File: config.mk
export PLATFORM = sky130hd
export DESIGN_NAME = message_byte_ring_buffer
export DESIGN_NICKNAME = d
export VERILOG_FILES = /design/src/hw/rtl/mbrb_pkg.sv /design/src/hw/rtl/mbrb_ctrl.sv /design/src/hw/rtl/mbrb_datapath.sv /design/src/hw/rtl/message_byte_ring_buffer.sv
export SDC_FILE = /design/constraint.sdc
export NUM_CORES = 1
export LEC_CHECK = 0
export ABC_AREA = 1
export BUFFER_PORTS_ARGS = -buffer_cell sky130_fd_sc_hd__buf_2
export CAP_MARGIN = 40
export CORE_MARGIN = 4
export CORE_UTILIZATION = 55
export CTS_BUF_LIST = sky130_fd_sc_hd__clkbuf_8 sky130_fd_sc_hd__clkbuf_16
export CTS_CLUSTER_SIZE = 40
export DETAILED_ROUTE_END_ITERATION = 8
export PLACE_DENSITY = 0.78
export SETUP_SLACK_MARGIN = 0.4
export SLEW_MARGIN = 20
export SYNTH_ARGS = -nofsm -noshare
export SYNTH_HDL_FRONTEND = slang
export SYNTH_SLANG_ARGS = --single-unit
File: constraint.sdc
create_clock -name clk -period 2.6 [get_ports clk]
set_input_delay 0.52 -clock clk [delete_from_list [all_inputs] [get_ports clk]]
set_output_delay 0.52 -clock clk [all_outputs]
set_load 0.03 [all_outputs]
File: src/hw/rtl/mbrb_pkg.sv
// ----------------------------------------------------------------------------
// Message byte ring buffer package
// Types, codes and constants shared by the ring buffer modules.
// ----------------------------------------------------------------------------
package mbrb_pkg;

	// Default sizes of the ring and of the longest message.
	localparam int CAPACITY_DEF    = 64;
	localparam int MAX_MESSAGE_DEF = 65536;

	// Fixed field widths of the request and result ports.
	localparam int CMD_W     = 3;
	localparam int LEN_W     = 17;
	localparam int BYTE_W    = 8;
	localparam int NPOS_W    = 7;
	localparam int STATUS_W  = 3;
	localparam int CNT_W     = 32;
	localparam int POS_OUT_W = 6;

	// Request commands.
	typedef enum logic [CMD_W-1:0] {
		CMD_WRITE_BEGIN  = 3'd0,
		CMD_WRITE_BYTE   = 3'd1,
		CMD_READ_ALL     = 3'd2,
		CMD_COMMIT_READ  = 3'd3,
		CMD_COMMIT_WRITE = 3'd4,
		CMD_STATS        = 3'd5
	} cmd_t;

	// Result status codes.
	typedef enum logic [STATUS_W-1:0] {
		ST_OK       = 3'd0,
		ST_NOSPACE  = 3'd1,
		ST_INVALID  = 3'd2,
		ST_NOWRITE  = 3'd3,
		ST_EMPTY    = 3'd4
	} status_t;

	// Controller states.
	typedef enum logic [1:0] {
		S_IDLE  = 2'd0,
		S_DRAIN = 2'd1,
		S_FLUSH = 2'd2
	} state_t;

	// Commands from the controller to the datapath.
	typedef struct packed {
		logic accept;
		logic drain_begin;
		logic drain_issue;
	} ctl_t;

	// Status from the datapath to the controller.
	typedef struct packed {
		logic ring_empty;
		logic issue_last;
	} dp_stat_t;

endpackage

File: src/hw/rtl/mbrb_ctrl.sv
// ----------------------------------------------------------------------------
// Message byte ring buffer controller
// Accepts requests and sequences the byte-per-cycle drain of read_all.
// ----------------------------------------------------------------------------
module mbrb_ctrl import mbrb_pkg::*; (
	input  logic             clk,
	input  logic             arst_n,
	input  logic             start,
	input  logic [CMD_W-1:0] cmd,
	input  dp_stat_t         stat,
	output logic             busy,
	output ctl_t             ctl
);

	state_t state_q;
	state_t state_d;
	logic   drain_req;

	// A read_all on a non-empty ring starts a drain.
	assign drain_req = start && (cmd_t'(cmd) == CMD_READ_ALL) && !stat.ring_empty;

	// State register.
	always_ff @(posedge clk or negedge arst_n) begin
		if (!arst_n) begin
			state_q <= S_IDLE;
		end else begin
			state_q <= state_d;
		end
	end

	// Next state.
	always_comb begin
		state_d = state_q;
		case (state_q)
			S_IDLE: begin
				if (drain_req) begin
					state_d = S_DRAIN;
				end
			end
			S_DRAIN: begin
				if (stat.issue_last) begin
					state_d = S_FLUSH;
				end
			end
			S_FLUSH: begin
				state_d = S_IDLE;
			end
			default: begin
				state_d = S_IDLE;
			end
		endcase
	end

	// Outputs: the last drained byte leaves the read port during the flush state.
	always_comb begin
		ctl  = '0;
		busy = 1'b1;
		case (state_q)
			S_IDLE: begin
				busy            = 1'b0;
				ctl.accept      = start;
				ctl.drain_begin = drain_req;
			end
			S_DRAIN: begin
				ctl.drain_issue = 1'b1;
			end
			S_FLUSH: begin
				busy = 1'b1;
			end
			default: begin
				busy = 1'b1;
			end
		endcase
	end

endmodule

File: src/hw/rtl/mbrb_datapath.sv
// ----------------------------------------------------------------------------
// Message byte ring buffer datapath
// Byte store, ring positions, open-write tracking, counters and result register.
// ----------------------------------------------------------------------------
module mbrb_datapath import mbrb_pkg::*; #(
	parameter int CAPACITY    = CAPACITY_DEF,
	parameter int MAX_MESSAGE = MAX_MESSAGE_DEF
) (
	input  logic                 clk,
	input  logic                 arst_n,
	input  ctl_t                 ctl,
	input  logic [CMD_W-1:0]     cmd,
	input  logic [LEN_W-1:0]     msg_len,
	input  logic [BYTE_W-1:0]    data_byte,
	input  logic [NPOS_W-1:0]    head_set,
	input  logic [NPOS_W-1:0]    tail_set,
	output dp_stat_t             stat,
	output logic                 valid,
	output logic [STATUS_W-1:0]  status,
	output logic [BYTE_W-1:0]    out_byte,
	output logic                 last,
	output logic [CNT_W-1:0]     writes_done,
	output logic [CNT_W-1:0]     reads_done,
	output logic [CNT_W-1:0]     writes_failed,
	output logic [POS_OUT_W-1:0] fill_level,
	output logic [POS_OUT_W-1:0] head_pos,
	output logic [POS_OUT_W-1:0] tail_pos
);

	localparam int PW = (CAPACITY > 1) ? $clog2(CAPACITY) : 1;

	// Ring positions and open-write state.
	logic [PW-1:0]     head_q;
	logic [PW-1:0]     tail_q;
	logic [PW-1:0]     pend_q;
	logic [PW-1:0]     wcnt_q;
	logic [PW-1:0]     rd_ptr_q;
	logic [PW-1:0]     rd_left_q;
	logic [CNT_W-1:0]  wr_count_q;
	logic [CNT_W-1:0]  rd_count_q;
	logic [CNT_W-1:0]  fail_count_q;

	// Byte store with per-entry valid bits; an unwritten entry reads as zero.
	logic [BYTE_W-1:0] mem [CAPACITY];
	logic [CAPACITY-1:0] vld_q;
	logic [BYTE_W-1:0] rd_data_q;
	logic              rd_vld_q;

	// Result register.
	logic              res_valid_q;
	logic              res_last_q;
	logic              res_drain_q;
	status_t           res_status_q;

	logic [PW-1:0]     fill;
	logic [PW-1:0]     free_space;
	logic [PW-1:0]     wr_addr;
	logic [PW:0]       wcnt_inc;
	logic              write_done;
	logic              byte_wr_en;

	// Fill level wraps at the ring size; one slot always stays empty.
	assign fill       = tail_q - head_q;
	assign free_space = ~fill;
	assign wr_addr    = tail_q + wcnt_q;
	assign wcnt_inc   = {1'b0, wcnt_q} + (PW + 1)'(1);
	assign write_done = wcnt_inc >= {1'b0, pend_q};
	assign byte_wr_en = ctl.accept && (cmd_t'(cmd) == CMD_WRITE_BYTE) && (pend_q != '0);

	assign stat.ring_empty = (fill == '0);
	assign stat.issue_last = (rd_left_q == '0);

	// Request execution and drain sequencing.
	always_ff @(posedge clk or negedge arst_n) begin
		if (!arst_n) begin
			head_q       <= '0;
			tail_q       <= '0;
			pend_q       <= '0;
			wcnt_q       <= '0;
			rd_ptr_q     <= '0;
			rd_left_q    <= '0;
			wr_count_q   <= '0;
			rd_count_q   <= '0;
			fail_count_q <= '0;
			res_valid_q  <= 1'b0;
			res_last_q   <= 1'b0;
			res_drain_q  <= 1'b0;
			res_status_q <= ST_OK;
		end else if (ctl.accept) begin
			res_valid_q  <= !ctl.drain_begin;
			res_last_q   <= 1'b1;
			res_drain_q  <= 1'b0;
			case (cmd_t'(cmd))
				CMD_WRITE_BEGIN: begin
					// A zero length leaves everything, including an open write, alone.
					if (msg_len == '0) begin
						res_status_q <= ST_OK;
					end else if (msg_len > LEN_W'(MAX_MESSAGE)) begin
						pend_q       <= '0;
						wcnt_q       <= '0;
						fail_count_q <= fail_count_q + CNT_W'(1);
						res_status_q <= ST_INVALID;
					end else if (msg_len > LEN_W'(free_space)) begin
						pend_q       <= '0;
						wcnt_q       <= '0;
						fail_count_q <= fail_count_q + CNT_W'(1);
						res_status_q <= ST_NOSPACE;
					end else begin
						pend_q       <= msg_len[PW-1:0];
						wcnt_q       <= '0;
						res_status_q <= ST_OK;
					end
				end
				CMD_WRITE_BYTE: begin
					if (pend_q == '0) begin
						res_status_q <= ST_NOWRITE;
					end else if (write_done) begin
						// Last byte of the message publishes the tail.
						tail_q       <= wr_addr + PW'(1);
						pend_q       <= '0;
						wcnt_q       <= '0;
						wr_count_q   <= wr_count_q + CNT_W'(1);
						res_status_q <= ST_OK;
					end else begin
						wcnt_q       <= wcnt_q + PW'(1);
						res_status_q <= ST_OK;
					end
				end
				CMD_READ_ALL: begin
					if (ctl.drain_begin) begin
						rd_ptr_q     <= head_q;
						rd_left_q    <= fill - PW'(1);
						head_q       <= tail_q;
						rd_count_q   <= rd_count_q + CNT_W'(1);
						res_status_q <= ST_OK;
					end else begin
						res_status_q <= ST_EMPTY;
					end
				end
				CMD_COMMIT_READ: begin
					if (head_set >= NPOS_W'(CAPACITY)) begin
						res_status_q <= ST_INVALID;
					end else begin
						head_q       <= head_set[PW-1:0];
						res_status_q <= ST_OK;
					end
				end
				CMD_COMMIT_WRITE: begin
					head_q       <= head_set[PW-1:0];
					tail_q       <= tail_set[PW-1:0];
					pend_q       <= '0;
					wcnt_q       <= '0;
					wr_count_q   <= wr_count_q + CNT_W'(1);
					res_status_q <= ST_OK;
				end
				CMD_STATS: begin
					res_status_q <= ST_OK;
				end
				default: begin
					res_status_q <= ST_INVALID;
				end
			endcase
		end else if (ctl.drain_issue) begin
			// One store read per cycle; its data is registered alongside the result and appears with it in the next cycle.
			rd_ptr_q     <= rd_ptr_q + PW'(1);
			rd_left_q    <= rd_left_q - PW'(1);
			res_valid_q  <= 1'b1;
			res_last_q   <= stat.issue_last;
			res_drain_q  <= 1'b1;
			res_status_q <= ST_OK;
		end else begin
			res_valid_q <= 1'b0;
		end
	end

	// Store write and registered read.
	always_ff @(posedge clk) begin
		if (byte_wr_en) begin
			mem[wr_addr] <= data_byte;
		end
		rd_data_q <= mem[rd_ptr_q];
	end

	// Valid bits, cleared at reset, set by each stored byte.
	always_ff @(posedge clk or negedge arst_n) begin
		if (!arst_n) begin
			vld_q    <= '0;
			rd_vld_q <= 1'b0;
		end else begin
			if (byte_wr_en) begin
				vld_q[wr_addr] <= 1'b1;
			end
			rd_vld_q <= vld_q[rd_ptr_q];
		end
	end

	// Result ports.
	assign valid         = res_valid_q;
	assign status        = res_status_q;
	assign out_byte      = (res_drain_q && rd_vld_q) ? rd_data_q : '0;
	assign last          = res_last_q;
	assign writes_done   = wr_count_q;
	assign reads_done    = rd_count_q;
	assign writes_failed = fail_count_q;
	assign fill_level    = POS_OUT_W'(fill);
	assign head_pos      = POS_OUT_W'(head_q);
	assign tail_pos      = POS_OUT_W'(tail_q);

endmodule

File: src/hw/rtl/message_byte_ring_buffer.sv
// ----------------------------------------------------------------------------
// Message byte ring buffer
// Power-of-two circular byte store with message writes and whole-ring drains.
// ----------------------------------------------------------------------------
// A request is taken when start is high and busy is low. Every request except
// a drain gives its single result, marked by valid and last, in the cycle after
// it is taken, and the next request can be taken in that same cycle. A read_all
// on a ring holding n bytes keeps busy high through its drain and flush states
// and delivers one byte per cycle; the rate is set by the single read port of
// the byte store, whose output is registered. The receiver cannot stall: each
// result is on the ports for one cycle only.
// Counters and positions in every result are the values after the request.
module message_byte_ring_buffer import mbrb_pkg::*; #(
	parameter int CAPACITY    = CAPACITY_DEF,
	parameter int MAX_MESSAGE = MAX_MESSAGE_DEF
) (
	input  logic                 clk,
	input  logic                 arst_n,
	input  logic                 start,
	output logic                 busy,
	input  logic [CMD_W-1:0]     cmd,
	input  logic [LEN_W-1:0]     msg_len,
	input  logic [BYTE_W-1:0]    data_byte,
	input  logic [NPOS_W-1:0]    head_set,
	input  logic [NPOS_W-1:0]    tail_set,
	output logic                 valid,
	output logic [STATUS_W-1:0]  status,
	output logic [BYTE_W-1:0]    out_byte,
	output logic                 last,
	output logic [CNT_W-1:0]     writes_done,
	output logic [CNT_W-1:0]     reads_done,
	output logic [CNT_W-1:0]     writes_failed,
	output logic [POS_OUT_W-1:0] fill_level,
	output logic [POS_OUT_W-1:0] head_pos,
	output logic [POS_OUT_W-1:0] tail_pos
);

	ctl_t     ctl;
	dp_stat_t stat;

	// Request sequencing.
	mbrb_ctrl u_ctrl (
		.clk    (clk),
		.arst_n (arst_n),
		.start  (start),
		.cmd    (cmd),
		.stat   (stat),
		.busy   (busy),
		.ctl    (ctl)
	);

	// Store, positions and counters.
	mbrb_datapath #(
		.CAPACITY    (CAPACITY),
		.MAX_MESSAGE (MAX_MESSAGE)
	) u_datapath (
		.clk           (clk),
		.arst_n        (arst_n),
		.ctl           (ctl),
		.cmd           (cmd),
		.msg_len       (msg_len),
		.data_byte     (data_byte),
		.head_set      (head_set),
		.tail_set      (tail_set),
		.stat          (stat),
		.valid         (valid),
		.status        (status),
		.out_byte      (out_byte),
		.last          (last),
		.writes_done   (writes_done),
		.reads_done    (reads_done),
		.writes_failed (writes_failed),
		.fill_level    (fill_level),
		.head_pos      (head_pos),
		.tail_pos      (tail_pos)
	);

endmodule

After elaboration in Yosys (flattened, before gate mapping)
Memories as Yosys holds them, arrays and structs flattened. A register that Yosys moved wholly into a read port is not among the register bits.
Cells that the tools add are included.
{"block": "op_classes", "n_addsub": 11, "magnitude_cmp": 7, "eq_ne": 15, "muxes": 57, "bitwise": 3, "reduce_logical": 29}
{"op": "32-bit two-way mux", "n": 4}
{"op": "6-bit two-way mux", "n": 20}
{"op": "32-bit by 1-bit adder with 32-bit output, second input constant", "n": 3}
{"op": "64-bit bitwise OR", "n": 1}
{"op": "32-bit case mux with 2 select lines", "n": 1}
{"op": "6-bit case mux with 3 select lines", "n": 3}
{"op": "6-bit by 1-bit adder with 6-bit output, second input constant", "n": 3}
{"op": "6-bit zero test", "n": 3}
{"op": "17-bit greater-than comparator, second input constant", "n": 1}
{"op": "17-bit by 6-bit greater-than comparator with 1-bit output", "n": 1}
{"op": "17-bit zero test", "n": 1}
{"op": "4-bit AND reduction", "n": 4}
{"op": "3-bit two-way mux", "n": 5}
{"op": "3-bit case mux with 5 select lines", "n": 1}
{"op": "6-bit by 7-bit < comparator with 1-bit output, second input constant", "n": 2}
{"op": "1-bit two-way mux", "n": 13}
{"op": "2-bit inequality test, second input constant", "n": 6}
{"op": "6-bit case mux with 2 select lines", "n": 1}
{"op": "6-bit by 1-bit subtractor with 6-bit output, second input constant", "n": 2}
{"op": "2-bit two-way mux", "n": 5}
{"op": "8-bit two-way mux", "n": 1}
{"op": "6-bit by 1-bit adder with 7-bit output, second input constant", "n": 1}
{"op": "7-bit by 6-bit >= comparator with 1-bit output", "n": 1}
{"op": "7-bit >= comparator, second input constant", "n": 1}
{"op": "other kinds (24)", "n": 38}
{"block": "totals", "register_bits": 205, "ram_bits": 512, "in_bits": 45, "wordCells": 139, "n_memories": 1}
{"name": "u_datapath.mem", "depth": 64, "word_bits": 8, "rd": 1, "rd_clocked_by_memory_dff": 1, "wr": 1, "line_no": "mbrb_datapath.sv:44", "source": "logic [BYTE_W-1:0] mem [CAPACITY];"}

Logic depth before layout (Yosys ltp)
{"block": "depth", "depth_word": 9, "depth_mapped": 21}

Modules after synthesis
From an unflattened synthesis, not the netlist that was laid out.
{"block": "hier_totals", "cells_unflattened": 3289, "hier_area_um2": 32707.6}
{"module": "mbrb_datapath", "n_inst": 1, "cells_each": 3268, "area_each_um2": 32561.2}
{"module": "mbrb_ctrl", "n_inst": 1, "cells_each": 21, "area_each_um2": 146.4}

Worst setup path after synthesis
Ideal clock, no wire load.
{"block": "synth_timing", "path_kind": "register -> register", "from": "register u_datapath.tail_q[0], in the netlist u_datapath.tail_pos[0]", "to": "register u_datapath.fail_count_q[21], in the netlist u_datapath.writes_failed[21]", "setup_time_ns": 0.119, "arrival_ns": 3.019, "required_time_ns": 2.481, "slack_ns": -0.538, "stages_incl_launch_ff": 22, "path_buffers": 1, "period_less_slack_ns": 3.138, "cell_sequence": "dfrtp_1 inv_1 ha_1 inv_1 fa_1 nand3_1 nand2_1 nand2_1 nand2_1 ha_1 nand2_1 inv_1 nand3_1 nor2_1 nand3_1 nand3_1 nand2_1 inv_2 nand2_2 buf_2 nand2_1 nand2_1"}
{"block": "synth_via", "elab_chain_len": 5}
{"element": "from (decl)", "line_no": "mbrb_datapath.sv:34", "source": "logic [PW-1:0] tail_q;"}
{"element": "from (signal assigned)", "line_no": "mbrb_datapath.sv:119", "source": "tail_q <= wr_addr + PW'(1);"}
{"element": "from (signal assigned)", "line_no": "mbrb_datapath.sv:150", "source": "tail_q <= tail_set[PW-1:0];"}
{"element": "6-bit subtractor", "line_no": "mbrb_datapath.sv:63", "source": "assign fill = tail_q - head_q;"}
{"element": "via fill_level[4]", "line_no": "message_byte_ring_buffer.sv:33", "source": "output logic [POS_OUT_W-1:0] fill_level,"}
{"element": "6-bit NOT", "line_no": "mbrb_datapath.sv:64", "source": "assign free_space = ~fill;"}
{"element": "17-bit by 6-bit greater-than comparator with 1-bit output", "line_no": "mbrb_datapath.sv:103", "source": "end else if (msg_len > LEN_W'(free_space)) begin"}
{"element": "2-bit nonzero test (no source line)"}
{"element": "4-bit AND reduction (no source line)"}
{"element": "to (signal assigned)", "line_no": "mbrb_datapath.sv:101", "source": "fail_count_q <= fail_count_q + CNT_W'(1);"}
{"element": "to (signal assigned)", "line_no": "mbrb_datapath.sv:106", "source": "fail_count_q <= fail_count_q + CNT_W'(1);"}
{"element": "to (decl)", "line_no": "mbrb_datapath.sv:41", "source": "logic [CNT_W-1:0] fail_count_q;"}
The timed path passes the listed nets, and every way through them passes these cells.
A chain may end at the register's enable or synchronous reset.

Worst setup path after layout
{"block": "layout_timing", "from": "register u_datapath.tail_q[0], in the netlist u_datapath.tail_pos[0]", "to": "output fill_level[4]"}
{"block": "layout_via", "elab_chain_len": 1}
{"element": "6-bit subtractor", "line_no": "mbrb_datapath.sv:63"}
{"element": "to (decl)", "line_no": "message_byte_ring_buffer.sv:33"}
No other way between the ends.

==> flow_summary.yaml <==
synth:
  synth.distinct_cells: 46
  synth_top_area_cell: "edfxtp_1"
  synth_fp_nets: 3410
  synth_area_leaders: "edfxtp_1, dfrtp_1, nand2_1"
  synth.ff_latch_count: 725
  async_flop_share_pct: 28.3
  synth_compound_area_share_pct: 9.25
  synth_top_area_share_pct: 46.2
  yosys.area_share.simple_pct: 19.9
  synth_edf_count: 512
  avgSynthCellArea_um2: 9.98
  synth_ff_type: "edfxtp_1"
  synth_top_family_by_area: "simple AND/OR/NAND/NOR gates"
  seq_area_frac_synth_pct: 62.1
  synth_xor_xnor_area_share_pct: 2.39
  synthAdderAreaFrac_pct: 1.21
  synth-warning-count: 0
  synth_cells: 3334
  synth_area_um2: 33300
  synth.area.mux_share_pct: 0.0602
outcome:
  status: "complete, but fails checks"
  violations: "setup timing"
die:
  ios: 173
  die-area_um2: 64500
  start_util_pct: 56.0
  rows: 89
  die_x_um: 254
  coreArea_um2: 59500
  fp.dieH_um: 254
routing:
  final_antenna_net_count: 0
  drtIter0Drc: 3272
  first_pass_iters: 6
  wirelength_um: 95100
  num_vias: 26800
  drc_errors: 0
  wl_per_cell_um: 21.1
  post_drt_via_cell_ratio: 5.95
power_and_ir_drop:
  total_power_mw: 42.3
  peakVddDrop_mv: 0.963
  p_leak_nw: 16.6
  power_density_nw_per_um2: 1020
clock_tree:
  clock-root-buffer: "clkbuf_16"
  cts_tree: "built"
  htreeDepth: 3
  clkLatencyLatePin_ps: 640
  path_clk_slew_ps: 70
  clockBufferDepth: 3
  cts_made_buffers: 75
  clock_sinks: 725
flow_run:
  maxCapViolCount: 0
timing:
  period_minus_slack_ps: 2880
  fin_crit_sh_pct: 111
  setup_viol: 572
  fin_worst_hold_slack_ps: 194
  setup_ws_ps: -276
  worstMarginPinSlew_ps: 854
  relSlewSlack_pct: 42.7
  slew_violations: 0
  rsz0062_at_grt: "yes"
  finalHoldViolations: 0
  finalSetupTns_ps: -45020
  fin_skew_ps: 49.9
  max_freq_ghz: 0.348
critical_path:
  required_ps: 2080
  worstPathCellList: "inv_2 > ha_4 > inv_2 > fa_2 > nand3_2 > buf_6 > nand3_4 > nand2_4 > buf_4 > buf_6 > buf_6"
  cp-end-kind: "primary output"
  arrival_ps: 2360
  worst-path-buf-inv: 6
  crit_family: "buffers and inverters"
  cp_max_fo: 3
  cp_slowest_cell: "dfrtp_2"
  critPathKind: "reg2out"
  cp-start-kind: "flop"
  crit_path_frequent_cell: "buf_6"
  cpPeakStageDelay_ps: 410
final_layout:
  drive_above_1_share_pct: 21.7
  n_antenna_cell: 0
  fin_util_pct: 69.5
  finalNetCount: 3752
  area_growth_pct: 24.2
grt:
  grt_max_degree: 94
  grt_pass1_vias: 25500
  grt_first_pass_wirelength_um: 140000
  grt_overflow: 0
  globalRouteTotalUtil_pct: 27.6
  antenna_found_initial: 0
placement:
  portBuffers: 171
  hpwl_um: 55000
  place_ws_ps: -94.5
  place.gp.congestion: 0.932
min_path:
  worstHoldPathType: "in2reg"
-- cells by family after synthesis --
kind of cell / Yosys count
adder cells (fa/ha/maj): 31
flip-flops: 725
AND/OR/NAND/NOR: 1558
XOR/XNOR: 90
multiplexers: 2
AO/OA/AOI/OAI: 555
buffers and inverters: 373
-- area by class of cell --
class                           count  area, µm²
Fill cell                        4045      18100
Timing Repair Buffer              411       4130
Clock inverter                     55        561
Sequential cell                   725      20700
Tap cell                          773        967
Multi-Input combinational cell   2251      12200
Inverter                          212        833
Clock buffer                       81       1970
-- repair_timing --
action | 4_1_cts | 5_1_grt
setup endpoints to repair | 718 | 735
gates cloned | 13 | 20
pin swaps | 51 | 72
hold buffers | 1 | 0
setup buffers | 61 | 30
hold endpoints to repair | 40 | 0
gates resized for setup | 72 | 134
-- through the flow --
stage               std cells  cell area, µm²
finish                   4508           41300
global route             4508           41300
CTS                      4458           40300
detailed placement       4247           36500
global placement         4247           36500
floorplan                3334           34100
-- synth_stat cells (3+ instances only) --
library cell and n:
nand2_1 681, edfxtp_1 512, nor2_1 505, o21ai_0 356, dfrtp_1 205, nand3_1 204, inv_1 200, o211ai_1 74
clkbuf_1 66, xor2_1 63, a21oi_1 61, buf_2 49, nor3_1 44, o22ai_1 41, ha_1 29, nand4_1 26
xnor2_1 26, buf_4 24, or2_1 23, buf_6 19, or2_2 16, nor2_2 12, o21ai_2 12, nand2_2 11
nand3_2 10, nor2_4 9, dfxtp_1 8, inv_2 7, nand2_4 5, nand3b_1 5, o21ai_1 5, clkinv_1 4
buf_1 3
-- worst min-delay path: cells and delay by family --
family | cells | cell delay [ps]
compound gates | 2 | 180
buf+inv | 1 | 80
-- metal layers --
| layer | global-route usage (%) | vias to the layer above | wire length (µm) |
|---|---|---|---|
| li1 | - | 12100 | - |
| met1 | 37.2 | 12800 | 35900 |
| met2 | 45.0 | 1704 | 45900 |
| met3 | 5.08 | 273 | 9680 |
| met4 | 10.9 | 0 | 3600 |
| met5 | 0 | - | 0 |
-- path summary, 6_finish.rpt --
check | start | endpoint | slack, ps | cells after the start
min in group asynchronous | arst_n | u_datapath.writes_failed[0] | 380 | 2
max | u_datapath.tail_pos[0] | fill_level[4] | -280 | 11
min | head_set[5] | u_datapath.head_pos[5] | 190 | 3
max in group asynchronous | arst_n | u_datapath.wcnt_q[0] | 1510 | 3
max reg2reg | u_datapath.head_pos[1] | u_datapath.writes_failed[10] | -230 | 20
min reg2reg | u_datapath.vld_q[36] | u_datapath.vld_q[36] | 460 | 1
-- state kept, by name, summed over array words and instances, names as in the netlist, 2 cells and up --
name / count
u_datapath.mem: 512
u_datapath.rd_left_q: 6
u_datapath.head_pos: 6
u_datapath.rd_data_q: 8
u_datapath.status: 3
u_datapath.tail_pos: 6
u_datapath.writes_failed: 32
u_datapath.writes_done: 32
u_ctrl.state_q: 2
u_datapath.vld_q: 64
u_datapath.reads_done: 32
u_datapath.rd_ptr_q: 6
u_datapath.pend_q: 6
u_datapath.wcnt_q: 6
-- cell usage in the layout, fill, tap and decap left out, types with 49 or more instances in the layout --
master,Yosys,final
a21oi_1,61,57
xor2_1,63,62
inv_1,200,207
buf_2,49,165
clkbuf_16,0,85
o21ai_0,356,340
nand3_1,204,188
nor2_1,505,450
buf_4,24,106
dfrtp_1,205,190
nand2_1,681,621
o211ai_1,74,74
buf_12,0,75
nor2_4,9,83
edfxtp_1,512,512
nand2_2,11,49
-- power breakdown --
part	switching, mW	internal, mW	total, mW
Clock	4.57	6.41	11.0
Combinational	11.2	6.54	17.7
Sequential	0.593	13.0	13.6
(Power assumes the default switching activity.)
